### config.mk
export PLATFORM = sky130hd
export DESIGN_NAME = ir_pulse_width_command_decoder_flat
export DESIGN_NICKNAME = d
export VERILOG_FILES = /design/src/hw/rtl/ir_pwd_pkg.sv /design/src/hw/rtl/ir_pwd_edge_if.sv /design/src/hw/rtl/ir_pwd_char_if.sv /design/src/hw/rtl/ir_pwd_frame.sv /design/src/hw/rtl/ir_pwd_msg.sv /design/src/hw/rtl/ir_pulse_width_command_decoder.sv /design/src/flat_wrapper.sv
export VERILOG_INCLUDE_DIRS = /design/src /design/src/hw/rtl
export SDC_FILE = /design/constraint.sdc
export NUM_CORES = 1
export LEC_CHECK = 0
export BUFFER_PORTS_ARGS = -buffer_cell sky130_fd_sc_hd__buf_2
export CAP_MARGIN = 20
export CELL_PAD_IN_SITES_DETAIL_PLACEMENT = 1
export CELL_PAD_IN_SITES_GLOBAL_PLACEMENT = 1
export CORE_MARGIN = 4
export CORE_UTILIZATION = 50
export CTS_BUF_LIST = sky130_fd_sc_hd__clkbuf_4
export CTS_CLUSTER_DIAMETER = 100
export DETAILED_ROUTE_END_ITERATION = 16
export PLACE_DENSITY_LB_ADDON = 0.3
export SETUP_SLACK_MARGIN = 0.5
export SLEW_MARGIN = 15
export SYNTH_ARGS = -nofsm -noshare
export SYNTH_HDL_FRONTEND = slang
export SYNTH_SLANG_ARGS = --single-unit
### constraint.sdc
create_clock -name clk -period 3.1 [get_ports clk]
set_input_delay 0.465 -clock clk [delete_from_list [all_inputs] [get_ports clk]]
set_output_delay 0.465 -clock clk [all_outputs]
set_load 0.05 [all_outputs]
### src/hw/rtl/ir_pulse_width_command_decoder_assert.svh
// Assertion macros used by the IR pulse-width decoder message serializer.
// Each macro expects clk and arst_n in the scope where it is used.
`ifndef IR_PULSE_WIDTH_COMMAND_DECODER_ASSERT_SVH
`define IR_PULSE_WIDTH_COMMAND_DECODER_ASSERT_SVH

// Same-cycle implication, checked outside reset.
`define IRPWD_ASSERT_NOW(label, pre, post, msg) \
	label: assert property (@(posedge clk) disable iff (!arst_n) (pre) |-> (post)) \
		else $error(msg);

// Next-cycle implication, checked outside reset.
`define IRPWD_ASSERT_NEXT(label, pre, post, msg) \
	label: assert property (@(posedge clk) disable iff (!arst_n) (pre) |=> (post)) \
		else $error(msg);

`endif

### src/hw/rtl/ir_pwd_pkg.sv
`timescale 1ns / 1ps
// ----------------------------------------------------------------------------
// IR pulse-width decoder package
// Types, constants and small lookup functions shared by the decoder modules.
// ----------------------------------------------------------------------------
package ir_pwd_pkg;

	localparam int unsigned FrameBits = 12;
	localparam int unsigned NumButtons = 9;
	localparam int unsigned MsgLen = 7;

	typedef logic [FrameBits-1:0] code_t;
	typedef logic [3:0] button_t;
	typedef logic [2:0] msg_pos_t;
	typedef logic [1:0] cfg_index_t;
	typedef logic [7:0] cfg_data_t;

	// Configuration register indexes.
	localparam cfg_index_t CfgStartThreshold = 2'd0;
	localparam cfg_index_t CfgLevel          = 2'd1;
	localparam cfg_index_t CfgBand           = 2'd2;
	localparam cfg_index_t CfgMono           = 2'd3;

	localparam logic [7:0] StartThresholdReset = 8'd72;
	localparam logic [3:0] LevelReset          = 4'd3;
	localparam logic [1:0] BandReset           = 2'd1;
	localparam logic       MonoReset           = 1'b0;

	// Byte positions within one message.
	localparam msg_pos_t PosHundreds = 3'd0;
	localparam msg_pos_t PosTens     = 3'd1;
	localparam msg_pos_t PosOnes     = 3'd2;
	localparam msg_pos_t PosLevel    = 3'd3;
	localparam msg_pos_t PosBand     = 3'd4;
	localparam msg_pos_t PosMono     = 3'd5;
	localparam msg_pos_t PosNewline  = 3'd6;

	localparam logic [7:0] AsciiZero    = 8'h30;
	localparam logic [7:0] AsciiUpperA  = 8'h41;
	localparam logic [7:0] AsciiNewline = 8'h0A;

	localparam code_t ButtonCodes [NumButtons] = '{
		12'h010, 12'h810, 12'h410, 12'hC10, 12'h210,
		12'hA10, 12'h610, 12'hE10, 12'h110
	};

	// Button frequencies held as three BCD digits.
	localparam logic [11:0] FreqBcd [NumButtons] = '{
		12'h768, 12'h774, 12'h783, 12'h789, 12'h803,
		12'h809, 12'h816, 12'h822, 12'h828
	};

	typedef struct packed {
		logic    found;
		button_t index;
	} button_hit_t;

	// Request from the frame decoder to the message serializer.
	typedef struct packed {
		logic    valid;
		button_t button;
	} msg_req_t;

	function automatic button_hit_t button_lookup(input code_t code);
		button_hit_t hit;
		hit = '0;
		for (int i = 0; i < NumButtons; i++) begin
			if (!hit.found && code == ButtonCodes[i]) begin
				hit.found = 1'b1;
				hit.index = button_t'(i);
			end
		end
		return hit;
	endfunction

	function automatic logic [7:0] hex_char(input logic [3:0] v);
		logic [7:0] c;
		if (v <= 4'd9) begin
			c = AsciiZero + {4'd0, v};
		end else begin
			c = AsciiUpperA + {4'd0, v} - 8'd10;
		end
		return c;
	endfunction

	function automatic logic [7:0] msg_char(input button_t button, input msg_pos_t pos,
			input logic [3:0] level, input logic [1:0] band, input logic mono);
		logic [11:0] bcd;
		logic [7:0]  c;
		bcd = (button < button_t'(NumButtons)) ? FreqBcd[button] : 12'd0;
		case (pos)
			PosHundreds: c = AsciiZero + {4'd0, bcd[11:8]};
			PosTens:     c = AsciiZero + {4'd0, bcd[7:4]};
			PosOnes:     c = AsciiZero + {4'd0, bcd[3:0]};
			PosLevel:    c = hex_char(level);
			PosBand:     c = hex_char({band, 2'b00});
			PosMono:     c = AsciiZero + {7'd0, mono};
			PosNewline:  c = AsciiNewline;
			default:     c = AsciiNewline;
		endcase
		return c;
	endfunction

endpackage

### src/hw/rtl/ir_pwd_edge_if.sv
`timescale 1ns / 1ps
// ----------------------------------------------------------------------------
// IR edge event channel
// Valid/ready channel carrying one receiver edge: new pin level and interval.
// ----------------------------------------------------------------------------
interface ir_pwd_edge_if;
	logic       valid;
	logic       ready;
	logic       pin_level;
	logic [7:0] interval;

	modport source (output valid, pin_level, interval, input ready);
	modport sink (input valid, pin_level, interval, output ready);
endinterface

### src/hw/rtl/ir_pwd_char_if.sv
`timescale 1ns / 1ps
// ----------------------------------------------------------------------------
// Command character channel
// Valid/ready channel carrying one ASCII byte of a command message.
// ----------------------------------------------------------------------------
interface ir_pwd_char_if;
	logic       valid;
	logic       ready;
	logic [7:0] out_char;
	logic       last_char;

	modport source (output valid, out_char, last_char, input ready);
	modport sink (input valid, out_char, last_char, output ready);
endinterface

### src/hw/rtl/ir_pwd_frame.sv
`timescale 1ns / 1ps
// ----------------------------------------------------------------------------
// IR frame decoder
// Registers each edge request, tracks frame start and bit timing, assembles
// the 12-bit code and raises a message request for a confirmed button press.
// ----------------------------------------------------------------------------
module ir_pwd_frame (
	input  logic                  clk,
	input  logic                  arst_n,
	ir_pwd_edge_if.sink           edge_in,
	input  logic [7:0]            start_threshold,
	input  logic                  msg_ready,
	output ir_pwd_pkg::msg_req_t  msg_req
);
	import ir_pwd_pkg::*;

	localparam logic [3:0] LastBit = 4'(FrameBits - 1);

	logic        valid_s1;
	logic        pin_s1;
	logic [7:0]  interval_s1;

	logic        receiving_q;
	logic [7:0]  high_q;
	logic [3:0]  bit_count_q;
	code_t       shift_q;
	code_t       prev_frame_q;
	code_t       last_sent_q;

	logic        bit_val;
	code_t       code;
	logic        frame_done;
	logic        repeat_hit;
	button_hit_t hit;
	logic        emit;
	logic        fire_s1;

	always_comb begin
		bit_val    = {1'b0, interval_s1} > {high_q, 1'b0};
		code       = {shift_q[FrameBits-2:0], bit_val};
		frame_done = receiving_q && pin_s1 && (bit_count_q == LastBit);
		repeat_hit = frame_done && (code == prev_frame_q) && (code != last_sent_q);
		hit        = button_lookup(code);
		emit       = repeat_hit && hit.found;
		// A request that produces a message waits for the serializer.
		fire_s1    = valid_s1 && (!emit || msg_ready);
	end

	assign edge_in.ready  = !valid_s1 || fire_s1;
	assign msg_req.valid  = valid_s1 && emit;
	assign msg_req.button = hit.index;

	always_ff @(posedge clk or negedge arst_n) begin
		if (!arst_n) begin
			valid_s1 <= 1'b0;
		end else if (edge_in.valid && edge_in.ready) begin
			valid_s1 <= 1'b1;
		end else if (fire_s1) begin
			valid_s1 <= 1'b0;
		end
	end

	always_ff @(posedge clk) begin
		if (edge_in.valid && edge_in.ready) begin
			pin_s1      <= edge_in.pin_level;
			interval_s1 <= edge_in.interval;
		end
	end

	always_ff @(posedge clk or negedge arst_n) begin
		if (!arst_n) begin
			receiving_q  <= 1'b0;
			high_q       <= '0;
			bit_count_q  <= '0;
			shift_q      <= '0;
			prev_frame_q <= '0;
			last_sent_q  <= '0;
		end else if (fire_s1) begin
			if (!pin_s1) begin
				high_q <= interval_s1;
			end
			if (!receiving_q) begin
				if (pin_s1 && (interval_s1 > start_threshold)) begin
					receiving_q <= 1'b1;
					bit_count_q <= '0;
					shift_q     <= '0;
				end
			end else if (pin_s1) begin
				shift_q     <= code;
				bit_count_q <= bit_count_q + 4'd1;
				if (frame_done) begin
					receiving_q  <= 1'b0;
					prev_frame_q <= code;
					if (repeat_hit) begin
						last_sent_q <= code;
					end
				end
			end
		end
	end

endmodule

### src/hw/rtl/ir_pwd_msg.sv
`timescale 1ns / 1ps
// ----------------------------------------------------------------------------
// Command message serializer
// Turns a button request into seven ASCII bytes on the character channel.
// ----------------------------------------------------------------------------
module ir_pwd_msg (
	input  logic                  clk,
	input  logic                  arst_n,
	input  ir_pwd_pkg::msg_req_t  msg_req,
	output logic                  msg_ready,
	input  logic [3:0]            level_setting,
	input  logic [1:0]            band_setting,
	input  logic                  mono_setting,
	ir_pwd_char_if.source         char_out
);
	import ir_pwd_pkg::*;

	logic     busy_q;
	msg_pos_t pos_q;
	button_t  button_q;
	logic     out_fire;
	logic     at_last;

	assign at_last   = (pos_q == PosNewline);
	assign out_fire  = char_out.valid && char_out.ready;
	// A new request may load while the newline is being taken.
	assign msg_ready = !busy_q || (out_fire && at_last);

	assign char_out.valid     = busy_q;
	assign char_out.last_char = at_last;
	assign char_out.out_char  = msg_char(button_q, pos_q, level_setting, band_setting,
		mono_setting);

	always_ff @(posedge clk or negedge arst_n) begin
		if (!arst_n) begin
			busy_q <= 1'b0;
			pos_q  <= PosHundreds;
		end else if (msg_req.valid && msg_ready) begin
			busy_q <= 1'b1;
			pos_q  <= PosHundreds;
		end else if (out_fire) begin
			if (at_last) begin
				busy_q <= 1'b0;
			end else begin
				pos_q <= pos_q + 3'd1;
			end
		end
	end

	always_ff @(posedge clk) begin
		if (msg_req.valid && msg_ready) begin
			button_q <= msg_req.button;
		end
	end

`include "ir_pulse_width_command_decoder_assert.svh"

	`IRPWD_ASSERT_NEXT(a_load_starts, msg_req.valid && msg_ready, busy_q && pos_q == PosHundreds, "message load did not start at first byte")
	`IRPWD_ASSERT_NEXT(a_mid_keeps_busy, out_fire && !at_last, busy_q && pos_q != PosHundreds, "message ended before newline")
	`IRPWD_ASSERT_NOW(a_idle_pos, !busy_q, pos_q == PosHundreds || pos_q == PosNewline, "idle serializer left mid message")

endmodule

### src/hw/rtl/ir_pulse_width_command_decoder.sv
`timescale 1ns / 1ps
// ----------------------------------------------------------------------------
// IR pulse-width command decoder
// Decodes 12-bit IR remote frames from edge events and sends button messages.
// ----------------------------------------------------------------------------
// Usage:
//   edge_in carries receiver edge requests (pin level after the edge, ticks
//   since the previous edge). char_out carries the ASCII command bytes; the
//   newline byte has last_char set. The user writes registers through cfg_we,
//   cfg_index and cfg_wdata only while the block is idle; it is not enforced.
//   An edge request is registered at acceptance and decoded in the following
//   cycle; a new edge may be accepted every cycle unless a message-producing
//   edge waits for the serializer. An edge that completes a confirmed button
//   frame loads the serializer, whose registers drive the first byte; bytes
//   follow at one per cycle when char_out is ready, seven per message. The
//   serializer sets the pace: an edge that starts a new message waits until
//   the previous newline is taken, and later edges wait behind it.
//   When char_out stalls, the current byte holds and edge requests keep
//   flowing until a message-producing edge reaches decode.
//   Reset clears frame state, the message serializer and the registers to
//   threshold 72, level 3, band 1, mono 0. No clearing pass is needed.
// ----------------------------------------------------------------------------
module ir_pulse_width_command_decoder (
	input  logic                    clk,
	input  logic                    arst_n,
	ir_pwd_edge_if.sink             edge_in,
	ir_pwd_char_if.source           char_out,
	input  logic                    cfg_we,
	input  ir_pwd_pkg::cfg_index_t  cfg_index,
	input  ir_pwd_pkg::cfg_data_t   cfg_wdata
);
	import ir_pwd_pkg::*;

	logic [7:0] start_threshold_q;
	logic [3:0] level_q;
	logic [1:0] band_q;
	logic       mono_q;

	msg_req_t   msg_req;
	logic       msg_ready;

	always_ff @(posedge clk or negedge arst_n) begin
		if (!arst_n) begin
			start_threshold_q <= StartThresholdReset;
			level_q           <= LevelReset;
			band_q            <= BandReset;
			mono_q            <= MonoReset;
		end else if (cfg_we) begin
			case (cfg_index)
				CfgStartThreshold: start_threshold_q <= cfg_wdata;
				CfgLevel:          level_q <= cfg_wdata[3:0];
				CfgBand:           band_q <= cfg_wdata[1:0];
				CfgMono:           mono_q <= cfg_wdata[0];
				default:           ;
			endcase
		end
	end

	ir_pwd_frame u_frame (
		.clk             (clk),
		.arst_n          (arst_n),
		.edge_in         (edge_in),
		.start_threshold (start_threshold_q),
		.msg_ready       (msg_ready),
		.msg_req         (msg_req)
	);

	ir_pwd_msg u_msg (
		.clk           (clk),
		.arst_n        (arst_n),
		.msg_req       (msg_req),
		.msg_ready     (msg_ready),
		.level_setting (level_q),
		.band_setting  (band_q),
		.mono_setting  (mono_q),
		.char_out      (char_out)
	);

endmodule

### src/flat_wrapper.sv
// flat-port wrapper written by rule: the top's interface ports become plain ports
module ir_pulse_width_command_decoder_flat import ir_pwd_pkg::*;
  (clk, arst_n, cfg_we, cfg_index, cfg_wdata, edge_in_valid, edge_in_pin_level, edge_in_interval, edge_in_ready, char_out_valid, char_out_out_char, char_out_last_char, char_out_ready);
  ir_pwd_edge_if edge_in_i ();
  ir_pwd_char_if char_out_i ();
  input  logic clk;
  input  logic arst_n;
  input  logic cfg_we;
  input  ir_pwd_pkg::cfg_index_t cfg_index;
  input  ir_pwd_pkg::cfg_data_t cfg_wdata;
  input wire logic [$bits(edge_in_i.valid)-1:0] edge_in_valid;
  input wire logic [$bits(edge_in_i.pin_level)-1:0] edge_in_pin_level;
  input wire logic [$bits(edge_in_i.interval)-1:0] edge_in_interval;
  output wire logic [$bits(edge_in_i.ready)-1:0] edge_in_ready;
  output wire logic [$bits(char_out_i.valid)-1:0] char_out_valid;
  output wire logic [$bits(char_out_i.out_char)-1:0] char_out_out_char;
  output wire logic [$bits(char_out_i.last_char)-1:0] char_out_last_char;
  input wire logic [$bits(char_out_i.ready)-1:0] char_out_ready;
  assign edge_in_i.valid = edge_in_valid;
  assign edge_in_i.pin_level = edge_in_pin_level;
  assign edge_in_i.interval = edge_in_interval;
  assign edge_in_ready = edge_in_i.ready;
  assign char_out_valid = char_out_i.valid;
  assign char_out_out_char = char_out_i.out_char;
  assign char_out_last_char = char_out_i.last_char;
  assign char_out_i.ready = char_out_ready;
  ir_pulse_width_command_decoder u_core (.clk(clk), .arst_n(arst_n), .edge_in(edge_in_i), .char_out(char_out_i), .cfg_we(cfg_we), .cfg_index(cfg_index), .cfg_wdata(cfg_wdata));
endmodule
==> flow_results.org, run 1 <==
** Die
- The floorplan step set the die width to between 100 and 150 µm.
- Area enclosed by the die boundary :: 10,600 µm²
- # IOs :: 35
- Core outline area :: 8720 µm²
- Once the floorplan was initialized, standard cells occupied 51.6% of the core.
- Measured along the y axis, the die boundary spans approximately 100 µm.
- In this run the core area contains 34 standard-cell rows.

** Worst setup path
- Dominant delay contributor by cell family on the critical path :: simple AND/OR/NAND/NOR gates
- Worst Setup Path Type :: register to output pin
- Critical path arrival :: 2.66 ns
- At the worst endpoint, the required time is 2.63 ns.
- Slack of the worst reg-to-reg path :: 0.55 ns
- STA classifies the critical path startpoint as a register.
- The worst register-to-register path ends at u_core.u_frame.prev_frame_q[10]$_DFFE_PN0P_.
- CP Buf/Inv Count :: 1
- First element of the critical path :: u_core.u_frame.shift_q[10]$_DFFE_PN0P_
- The worst setup path is captured at an output pin.
- Max Fanout on Critical Path :: 7
- Register-to-Register Path Depth :: 6
- Crit-path slowest cell :: or4_4
- Critical-path cell list :: xnor2_1 -> nand4_1 -> or3_4 -> or4_4 -> or2_4 -> buf_8
- In this design, the stage delay of the slowest critical-path cell is 0.52 ns.
- The startpoint identified for the worst register-to-register timing path is u_core.u_frame.shift_q[10]$_DFFE_PN0P_.

** Timing
- Hold is met by 0.0545 ns.
- The final number of max-transition violations was 0.
- Post-layout minimum cycle time :: 3.13 ns
- At the pin with the least slew margin, the transition time is 0.940 ns.
- Setup violations remaining at the end of the flow were counted as 1.
- RSZ-0062 raised after global routing :: yes
- Based on the critical path, the design can be clocked at up to approximately 320 MHz.
- Worst path setup slack after routing :: -0.0287 ns
- The worst pin sits at a relative slew slack of a little under two fifths.
- The count of endpoints failing hold in the final timing report came to 0.
- Setup total negative slack on the finished layout was measured at -0.0287 ns.
- Between clock sinks in the finished design, the worst skew comes to 0.0194 ns.
- Final cycle utilization of the critical path :: 101%

** CTS
- The number of hold buffers added after CTS was 0.
- TritonCTS created 9 clock buffers.
- Clock tree sinks :: just over 80
- Clock latency on the worst-skew pair, taken at its later pin, is 0.42 ns.
- The H-tree was split into 3 levels.
- TritonCTS built the clock tree.
- The tree is rooted in a clkbuf_4.
- Clock transition at the registers of the reported paths :: 0.14 ns
- The clock passes through at most 2 buffers.

** Hold path
- The worst hold path belongs to the class input pin to async pin.

** Global routing
- The number of global-route vias before repair came to about 3,600.
- Entering global routing, the biggest net connects 28 pins.
- The first global-routing pass estimated roughly 18,000 µm of wire.
- Initial antenna violation count :: 0
- Total track usage :: between 20% and 30%
- For this run the aggregate overflow at the end of global routing stands at 0.

** Cells and area
- From synthesis to final layout, the design area changed by 19.0%.
- The library cells used most frequently in the layout, excluding fill and tap cells, are dfrtp_1 (59), nand2_1 (30), buf_2 (28), buf_4 (25), inv_1 (23).
- Fillers :: just over 900
- Cells with a size suffix above 1 make up 33.2% of the layout.
- Layout Nets :: 509
- Excluding fillers, the count of instances in the completed layout stands at approximately 570.
- Commonest non-fill, non-tap cell in the layout :: dfrtp_1
- Post-Layout Inst Area :: about 5400 µm²
- The repair_antennas step left the layout with diodes totalling 0.

** Placement
- Area post-placement :: 4750 µm²
- OpenSTA, run right after detailed placement, puts the worst setup slack at 0.247 ns.
- Routability-driven placement finished with a final weighted congestion of roughly 0.84.
- Detailed placement ended at an HPWL of between 7000 and 8000 µm.
- Count of buffers inserted at the top-level ports :: 33
- Placed instance count :: 532

** Route
- Wires add up to 11,000 µm.
- # DRC :: 0
- The detailed router finished its first iteration with 129 violations.
- Using the TritonRoute via totals, the vias-per-cell ratio works out to ~5.8.
- Post-route ant nets :: 0
- Via count :: 3,296
- Average wire per cell in the routed design :: 19.2 µm
- Total iterations of the first detailed-routing run :: 4

** Logic synthesis
- Predominant post-synthesis flop cell :: dfrtp_1
- Register area share after synthesis :: 46.7%
- The number of nets handed over by synthesis was 460.
- The synthesized design devotes to its leading area cell type a little over a third of total area.
- Yosys mapped a number of flops with a built-in enable equal to 13.
- Synthesized netlist cell count :: approximately 410
- The Yosys step of the flow raised 0 warnings.
- Asr flop ratio synth :: 84.0%
- The number of different library cells used by synthesis comes to 58.
- Ranked by total cell area, the synthesized netlist is headed by dfrtp_1 (35%), edfxtp_1 (8.7%), ha_1 (8.1%), mux2_2 (4.3%), xnor2_1 (4.1%).
- #FFs+latches synth :: 81
- Cell type with the largest total area after synthesis :: dfrtp_1
- Synthesized area :: 4500 µm²
- Mean area per synthesized cell :: about 11 µm²

** Power and ir drop
- Leak :: ~2.4 nW
- Power density over cell area :: 744 nW/µm²
- IR drop worst, VDD :: a little over 400 µV

** Job
- Number of maximum-capacitance constraint violations :: 0

** Run status
- The final reports fail on negative setup slack.
- The flow ran to the end, but the final reports show violations.
[state kept, by name (all words and copies together) (netlist names), 8 cells and up]
name	count
u_core.u_frame.last_sent_q	12
u_core.u_frame.prev_frame_q	12
u_core.u_frame.shift_q	11
u_core.start_threshold_q	8
u_core.u_frame.high_q	8
u_core.u_frame.interval_s1	8
[stage by stage]
stage	util (%)	total power, mW
floorplan	-	2.56
global placement	54.4	2.83
detailed placement	54.5	2.90
CTS	59.1	3.84
global route	61.3	4.24
finish	61.3	3.98
[cell families (layout without fill, tap and decap cells)]
group	Yosys count	count (layout)	synth area share [%]
DFF	81	81	46.7
buffers and inverters	50	103	4.95
and+or+nand+nor	109	109	13.0
other	1	1	0.0834
muxes	36	37	9.82
adders and majority gates	29	29	8.07
AOI/OAI and AO/OA	78	78	12.9
xor gates and xnor gates	23	23	4.48
[metal layers]
layer | part of all wire (%) | wire (µm) | up-vias | global-route usage, %
li1 | - | - | 1559 | -
met1 | 43 | 4700 | 1655 | 28.3
met2 | 53 | 5760 | 68 | 38.5
met3 | 3.3 | 358 | 14 | 2.71
met4 | 1.2 | 134 | 0 | 7.37
met5 | 0 | 0 | - | 0
[cell type report]
class                           count  area [µm²]  area share, %
Clock buffer                        9        67.6           1.26
Inverter                           28         111           2.08
Sequential cell                    81        2100           39.3
Tap cell                          108         135           2.53
Clock inverter                      7         119           2.22
Multi-Input combinational cell    277        2420           45.2
Timing Repair Buffer               59         395           7.39
[worst register-to-register path, cell delays in order (launching register included)]
cell and delay [ns]:
dfrtp_1 0.49, xnor2_1 0.27, nand4_1 0.16, or3_4 0.41
nor3_2 0.41, a21bo_4 0.33, mux2_1 0.36
[synth_stat cells (all sizes together) (2+ instances only)]
library cell and count:
ha 29, a211oi 2, a32o 4, a22o 14, o21a 2, a21o 5, mux2 35, nor3b 3
o2111ai 2, a221o 2, dfrtp 63, buf 16, nor2b 5, a31oi 2, xor2 2, xnor2 21
nand4b 2, nand3 13, and3 4, clkbuf 6, o21ai 24, nor2 12, a21oi 10, dfstp 5
and2 5, a311o 2, o21bai 2, nand2b 2, nand3b 2, or2 2, nand2 31, nand4 10
edfxtp 13, inv 28, nor3 11, or3 3
[where the power goes]
group,switching (mW),internal [mW]
registers,0.238,1.26
logic,0.991,0.720
clock network,0.365,0.408
total,1.59,2.39
[timing repair]
item,in CTS,in global routing
cloned,1,0
endpoints found under the setup margin,41,41
resized for setup,28,33
pin swaps,10,9
setup buffers,13,7
[worst max-delay path by stage]
stage,endpoint,slack (ns),cells after the start
after CTS,edge_in_ready,-0.03,8
after global placement,u_core.u_frame.last_sent_q[1]$_DFFE_PN0P_,0.29,7
after floorplan,edge_in_ready,0.51,7
final,edge_in_ready,-0.03,6
after detailed placement,u_core.u_frame.last_sent_q[11]$_DFFE_PN0P_,0.25,7
after global routing,edge_in_ready,-0.14,6
Power figures use the tool's default switching activity.
==> run 2, diff against run 1 <==
--- a/config.mk
+++ b/config.mk
@@ -11,12 +11,12 @@
 export CELL_PAD_IN_SITES_DETAIL_PLACEMENT = 1
 export CELL_PAD_IN_SITES_GLOBAL_PLACEMENT = 1
 export CORE_MARGIN = 4
-export CORE_UTILIZATION = 50
+export CORE_UTILIZATION = 54
 export CTS_BUF_LIST = sky130_fd_sc_hd__clkbuf_4
 export CTS_CLUSTER_DIAMETER = 100
 export DETAILED_ROUTE_END_ITERATION = 16
+export GPL_ROUTABILITY_DRIVEN = 0
 export PLACE_DENSITY_LB_ADDON = 0.3
-export SETUP_SLACK_MARGIN = 0.5
 export SLEW_MARGIN = 15
 export SYNTH_ARGS = -nofsm -noshare
 export SYNTH_HDL_FRONTEND = slang
==> constraint.sdc (replaced) <==
create_clock -name clk -period 3.75 [get_ports clk]
set_input_delay 0.5625 -clock clk [delete_from_list [all_inputs] [get_ports clk]]
set_output_delay 0.5625 -clock clk [all_outputs]
set_load 0.05 [all_outputs]
==> flow_results.org, run 2 (synthesis gave the netlist of run 1 again) <==
** Cells and area
- Layout Nets :: 489 (-3.9%)
- The library cells used most frequently in the layout, excluding fill and tap cells, are dfrtp_1 (63), buf_2 (33), nand2_1 (31), ha_1 (29), inv_1 (28).
- The total inserted antenna cells was 0 (unchanged).
- Fraction of layout cells with a size suffix above 1 :: 22.2% (-11 points)
- Number of cells in the finished layout apart from fillers :: 546 (-4.0%)
- The library cell used most frequently in the layout, excluding fill and tap cells, is dfrtp_1.
- Largest regs :: u_core.u_frame.last_sent_q x12, u_core.u_frame.prev_frame_q x12, u_core.u_frame.shift_q x11
- Layout Utilization :: 59.6% (-1.8 points)
- Relative to the synthesized area, the layout overhead comes to 8.32%.

** Worst setup path
- CP Buf/Inv Count :: 1 (unchanged)
- Traced cell by cell, the critical path runs through ha_1 -> a211oi_2 -> nor2_1 -> a2111oi_4 -> nor2_2 -> or4_4 -> or2_1 -> buf_2.
- R2r startpoint :: u_core.u_frame.interval_s1[6]$_DFFE_PP_
- Max Fanout on Critical Path :: 8 (+1)
- The delay of the slowest cell on the worst path is 0.49 ns (-0.03 ns).
- Required time of the critical path :: 3.19 ns (+0.56 ns)
- The worst setup path is launched from a register.
- On the critical path the largest part of the delay comes from simple AND/OR/NAND/NOR gates.
- The data arrival at the endpoint of the critical path came to 3.03 ns (+0.37 ns).
- In this run the worst setup path begins at u_core.u_frame.interval_s1[6]$_DFFE_PP_.
- STA classifies the critical path endpoint as an output pin.
- Worst Setup Path Type :: register to output pin
- The slowest stage of the critical path is the or4_4 cell.

** Job
- Number of maximum-capacitance constraint violations :: 0 (unchanged)

** Route
- The initial detailed-routing violation count is 127 (-1.6%).
- The number of nets with antenna violations after detailed routing came to 0 (unchanged).
- The via count of the routed design came to 3,177 (-3.6%).
- Max Used Layer :: met4
- # DRC :: 0 (unchanged)
- Routed length on met1 :: 4450 µm (-5.2%)
- The final routed wirelength across all metal layers is 9640 µm (-12%).
- The routed wirelength normalized by instance count is 17.7 µm (-8.3%).
- The met2 layer wire length in the routed design is 4810 µm (-16%).
- Total iterations of the first detailed-routing run :: 4 (unchanged)
- The ratio of routed vias to standard cells is 5.82 (+0.45%).
- Met3 wire len :: 240 µm (-33%)

** Placement
- Estimated wirelength of the detail-placed design :: 7390 µm (-2.6%)
- The count of input and output buffers is 33 (unchanged).
- Placed instance count :: 529 (-0.56%)

** Timing
- The count of endpoints failing hold in the final timing report is 0 (unchanged).
- Max Fclk :: 278 MHz
- Of the available clock period, the critical path in the final layout requires between 90 and 100%.
- Pins Over Slew Limit :: 0 (unchanged)
- The worst setup skew after layout was 0.0200 ns (+0.000587 ns).
- Actual transition at the worst max-transition pin :: 0.871 ns (-0.0685 ns)
- The headroom to the max-slew limit came to 41.8% (+4.6 points).
- The total setup violations reported at the end of the flow came to 0 (-1).
- Counting I/O delays and the setup requirement, the final critical path takes 3.60 ns.
- The worst slack on hold paths came to 0.134 ns (+0.0799 ns).

** CTS
- The tree is rooted in a clkbuf_4.
- The number of buffers on the longest clock path is 2 (unchanged).
- TritonCTS built the clock tree.
- The clock latency reported for the late side of the worst-skew pair came to 0.41 ns (about the same).
- The clock transition at the register clock pins on the worst setup and hold paths after CTS came to 0.13 ns (about the same).
- The number of clock sinks is 81 (unchanged).
- The total clock buffers created by CTS is 9 (unchanged).
- Number of H-tree levels :: 3 (unchanged)
- Hold bufs inserted after CTS :: 0 (unchanged)

** Power and ir drop
- IR drop worst, VDD :: 286 µV (-29%)
- The power per cell area was 593 nW/µm² (-20%).
- The reported leakage power came to 2.27 nW (-5.8%).

** Hold path
- The tightest min-delay check is of the input pin to async pin type.

** Global routing
- The number of global-route vias before repair came to 3,437 (-4.4%).
- The number of antenna violations at the first check in global routing is 0 (unchanged).
- Residual overflow from global routing :: 0 (unchanged)
- Maximum number of pins on one net before global-route repair :: 27 (-3.6%)
- Total track usage :: 21.0% (-0.96 points)
- Global-route wire length before repair :: 16,800 µm (-6.8%)

** Run status
- The flow ran to the end, and the final reports show no timing, DRC or antenna violations.

** Die
- The overall die area was 9850 µm² (-6.8%).
- The horizontal extent of the die came to 99.3 µm (-3.5%).
- The standard cell core area was 8180 µm² (-6.3%).
- The starting density of the core was 55.0% (+3.4 points).
- The number of ports placed on the die boundary came to 35 (unchanged).
- Vertical die dimension :: 99.3 µm (-3.5%)
- Number of placement rows :: 33 (-2.9%)
[run 2: cell count changes in the layout (fill, tap and decap cells not counted), moves of 3 or more]
cell,previous run,this run
inv_1,23,28
ha_1,20,29
dfrtp_2,4,0
dfrtp_1,59,63
buf_2,28,33
buf_6,4,0
ha_4,5,0
buf_4,25,7
ha_2,4,0
nor2_1,8,11
inv_2,3,0
[run 2: worst paths after layout]
check / slack [ns] / to / cells after the start
setup / recovery: 0.15 / edge_in_ready / 8
hold / removal: 0.13 / u_core.u_frame.shift_q[4]$_DFFE_PN0P_ / 1
setup reg to reg: 0.90 / u_core.u_frame.last_sent_q[11]$_DFFE_PN0P_ / 8
hold reg to reg: 0.53 / u_core.u_frame.high_q[0]$_DFFE_PN0P_ / 1
max in group asynchronous: 2.82 / u_core.start_threshold_q[6]$_DFFE_PN1P_ / 2
min in group clk: 0.31 / u_core.u_frame.interval_s1[6]$_DFFE_PP_ / 1
[run 2: timing repair]
action / CTS / global route
gates cloned: 0 / 0
setup buffers: 0 / 1
endpoints found under the setup margin: 1 / 1
pin swaps: 0 / 1
gates resized for setup: 1 / 0
[run 2: per-layer routing]
| layer | GRT usage (%) | vias up |
|---|---|---|
| met2 | 35.7 | 49 |
| met5 | 0 | - |
| li1 | - | 1512 |
| met1 | 28.0 | 1604 |
| met4 | 6.62 | 0 |
| met3 | 3.02 | 12 |
[run 2: metrics by stage]
step	setup WS [ns]	TNS (ns)	cell area, µm²	total power, mW
finish	0.153	0	4870	2.89
global route	-0.00552	-0.00552	4870	3.09
CTS	0.00589	0	4860	2.92
detailed placement	0.412	0	4720	2.40
global placement	0.476	0	4720	2.33
floorplan	0.671	0	4500	2.10
[run 2: cell type report]
type	instances	area (µm²)
fill	898	3300
multi-input combinational	276	2180
sequential	81	2100
timing repair buffer	40	218
tap	105	131
inverter	28	105
clock buffer	11	82.6
clock inverter	5	56.3
[run 2: where the power goes]
| group | leakage (nW) | switching, mW | total, mW | internal, mW |
|---|---|---|---|---|
| Sequential | 0.989 | 0.186 | 1.22 | 1.04 |
| Combinational | 1.20 | 0.715 | 1.16 | 0.442 |
| Clock | 0.0768 | 0.294 | 0.511 | 0.218 |
==> run 3, diff against run 2 <==
--- a/config.mk
+++ b/config.mk
@@ -10,13 +10,12 @@
 export CAP_MARGIN = 20
 export CELL_PAD_IN_SITES_DETAIL_PLACEMENT = 1
 export CELL_PAD_IN_SITES_GLOBAL_PLACEMENT = 1
-export CORE_MARGIN = 4
-export CORE_UTILIZATION = 54
+export CORE_UTILIZATION = 50
 export CTS_BUF_LIST = sky130_fd_sc_hd__clkbuf_4
 export CTS_CLUSTER_DIAMETER = 100
 export DETAILED_ROUTE_END_ITERATION = 16
 export GPL_ROUTABILITY_DRIVEN = 0
-export PLACE_DENSITY_LB_ADDON = 0.3
+export PLACE_DENSITY_LB_ADDON = 0.05
 export SLEW_MARGIN = 15
 export SYNTH_ARGS = -nofsm -noshare
 export SYNTH_HDL_FRONTEND = slang
==> flow_results.org, run 3 (synthesis gave the netlist of run 1 again) <==
** Cells and area
- Layout Nets :: 488 (-0.20%)
- Fraction of layout cells with a size suffix above 1 :: 22.0% (-0.18 points)
- Top library cells by usage in the layout, fill and taps aside :: dfrtp_1 (63), buf_2 (33), nand2_1 (31), ha_1 (29), inv_1 (28)
- Commonest non-fill, non-tap cell in the layout :: dfrtp_1
- Post-Layout Inst Area :: 4880 µm² (+0.10%)
- Largest regs :: u_core.u_frame.last_sent_q x12, u_core.u_frame.prev_frame_q x12, u_core.u_frame.shift_q x11
- Count of antenna diodes in the layout :: 0 (unchanged)
- From synthesis to final layout, the design area changed by 8.43%.

** Route
- The number of detailed-routing iterations run before antenna repair was 4 (unchanged).
- The via count of the routed design was 3,089 (-2.8%).
- Average wire per cell in the routed design :: 17.7 µm (about the same)
- Drt initial violations :: 105 (-17%)
- The residual DRC count is 0 (unchanged).
- Post-route ant nets :: 0 (unchanged)
- Number of vias per cell after detailed routing :: 5.64 (-3.1%)
- Total routed wirelength :: 9680 µm (+0.38%)

** Timing
- Pins Over Slew Limit :: 0 (unchanged)
- The timing-limited maximum frequency is 283 MHz (+1.8%).
- The headroom to the max-slew limit came to 30.7% (-11 points).
- The worst setup skew after layout is 0.0206 ns (+0.000583 ns).
- Setup violation total in the final timing report :: 0 (unchanged)
- Fin. Hold Viols :: 0 (unchanged)
- The final critical-path share of the clock period is 94.2% (-1.7 points).
- The final total negative setup slack came to 0 ns (unchanged).
- RSZ-0062 raised after global routing :: no
- Post-layout minimum cycle time :: 3.53 ns (-0.0648 ns)
- The transition time of the tightest slew-check pin was 1.04 ns (+0.167 ns).

** Global routing
- Global-route wire length before repair :: 16,700 µm (-0.37%)
- Via count of the first global-routing pass :: 3,340 (-2.8%)
- Maximum number of pins on one net before global-route repair :: 36 (+33%)
- Total track usage :: 22.5% (+1.4 points)
- Residual overflow from global routing :: 0 (unchanged)
- The number of antenna violations at the first check in global routing was 0 (unchanged).

** CTS
- The clock latency reported for the late side of the worst-skew pair is 0.44 ns (+0.03 ns).
- The number of H-tree levels is 3 (unchanged).
- Number of buffers inserted during clock tree synthesis :: 9 (unchanged)
- TritonCTS built the clock tree.
- The number of clock sinks came to 81 (unchanged).
- Hold bufs inserted after CTS :: 0 (unchanged)
- CTS placed an instance of clkbuf_4 at the clock tree root.
- Bufs on Longest Clock Path :: 2 (unchanged)
- The clock transition at the register clock pins on the worst setup and hold paths after CTS was 0.14 ns (about the same).

** Placement
- The count of input and output buffers came to 33 (unchanged).
- Area post-placement :: 4730 µm² (+0.19%)
- The final HPWL from detailed placement was 7240 µm (-2.0%).

** Hold path
- Hold/Removal Path Class :: input pin to async pin

** Die
- Number of placement rows :: 34 (+3.0%)
- # IOs :: 35 (unchanged)
- Starting Density :: 51.6% (-3.4 points)
- Die outline width :: 96.8 µm (-2.4%)
- Core outline area :: 8720 µm² (+6.7%)
- Vertical die dimension :: 96.8 µm (-2.4%)
- The overall die area came to 9380 µm² (-4.8%).

** Worst setup path
- The delay of the slowest cell on the worst path is 0.50 ns (about the same).
- STA classifies the critical path endpoint as an output pin.
- Required time of the critical path :: 3.19 ns (about the same)
- Critical-path cell list :: ha_1 -> a211oi_2 -> nor2_1 -> a2111oi_4 -> nor2_2 -> or4_4 -> or2_1 -> buf_2
- By startpoint and endpoint, the worst setup path is classified as register to output pin.
- The critical-path maximum fanout was 8 (unchanged).
- The slowest stage of the critical path belongs to the cell or4_4.
- The depth of the most critical reg-to-reg path was 8 (unchanged).
- The worst setup path is launched from a register.
- The data arrival at the endpoint of the critical path is 2.97 ns (-0.06 ns).

** Power and ir drop
- Leak :: 2.26 nW (-0.22%)
- Power consumption :: 2.88 mW (-0.39%)
- Power density over cell area :: 591 nW/µm² (-0.49%)
- The peak supply drop came to 342 µV (+20%).

** Run status
- The flow ran to the end, and the final reports show no timing, DRC or antenna violations.

** Job
- The max-capacitance violation count was 0 (unchanged).
==> run 3: layout make-up <==
| cell class | count | area (µm²) |
|---|---|---|
| clock buffers | 10 | 75.1 |
| inverters | 28 | 105 |
| clock inverters | 6 | 60.1 |
| multi-input cells | 276 | 2180 |
| flip-flops and latches | 81 | 2100 |
| repair buffers | 39 | 223 |
| well taps | 108 | 135 |
| fillers | 958 | 3840 |
==> run 3: repair_timing <==
item | in CTS | in global routing
pin swaps | 0 | 1
hold endpoints to repair | 0 | 0
buffers inserted | 0 | 1
gates resized for setup | 1 | 0
setup endpoints to repair | 1 | 1
==> run 3: report_power, final <==
| part | switching [mW] | internal, mW | total [mW] | leakage, nW |
|---|---|---|---|---|
| Combinational | 0.702 | 0.442 | 1.14 | 1.20 |
| Clock | 0.306 | 0.207 | 0.513 | 0.0722 |
| Sequential | 0.185 | 1.04 | 1.22 | 0.989 |
| Total | 1.19 | 1.69 | 2.88 | 2.26 |
==> run 3: worst paths after layout <==
path | slack (ns) | start | end
worst max-delay path | 0.22 | u_core.u_frame.interval_s1[6]$_DFFE_PP_ | edge_in_ready
worst min-delay path | 0.19 | arst_n | u_core.start_threshold_q[2]$_DFFE_PN0P_
worst max register to register | 0.89 | u_core.u_frame.interval_s1[6]$_DFFE_PP_ | u_core.u_frame.last_sent_q[1]$_DFFE_PN0P_
worst min register to register | 0.53 | u_core.u_frame.prev_frame_q[10]$_DFFE_PN0P_ | u_core.u_frame.prev_frame_q[10]$_DFFE_PN0P_
max in group asynchronous | 2.81 | arst_n | u_core.band_q[0]$_DFFE_PN1P_
min in group clk | 0.29 | edge_in_interval[3] | u_core.u_frame.interval_s1[3]$_DFFE_PP_
==> run 3: worst max-delay path: cells and delay by family (launching register included) <==
| family | cells | cell delay, ns |
|---|---|---|
| buf+inv | 1 | 0.21 |
| flops | 1 | 0.45 |
| fa+ha+maj | 1 | 0.34 |
| compound gates | 2 | 0.56 |
| simple gates | 4 | 0.98 |
==> run 3: per-stage QoR <==
stage	setup slack [ns]	cells	hold slack, ns	util, %
after floorplan	0.671	407	0.267	-
after global placement	0.474	531	0.495	54.2
after detailed placement	0.441	531	0.507	54.2
after CTS	0.0587	547	0.216	55.8
after global routing	0.0723	548	0.220	55.9
final	0.218	548	0.188	55.9
==> run 3: routing by layer <==
metal	global-route usage, %	part of all wire [%]	up-vias	wire length (µm)
met5	0	0	-	0
met4	5.86	1.0	0	97
met3	4.34	2.1	6	207
met2	36.5	48	42	4670
met1	30.9	49	1538	4710
li1	-	-	1503	-
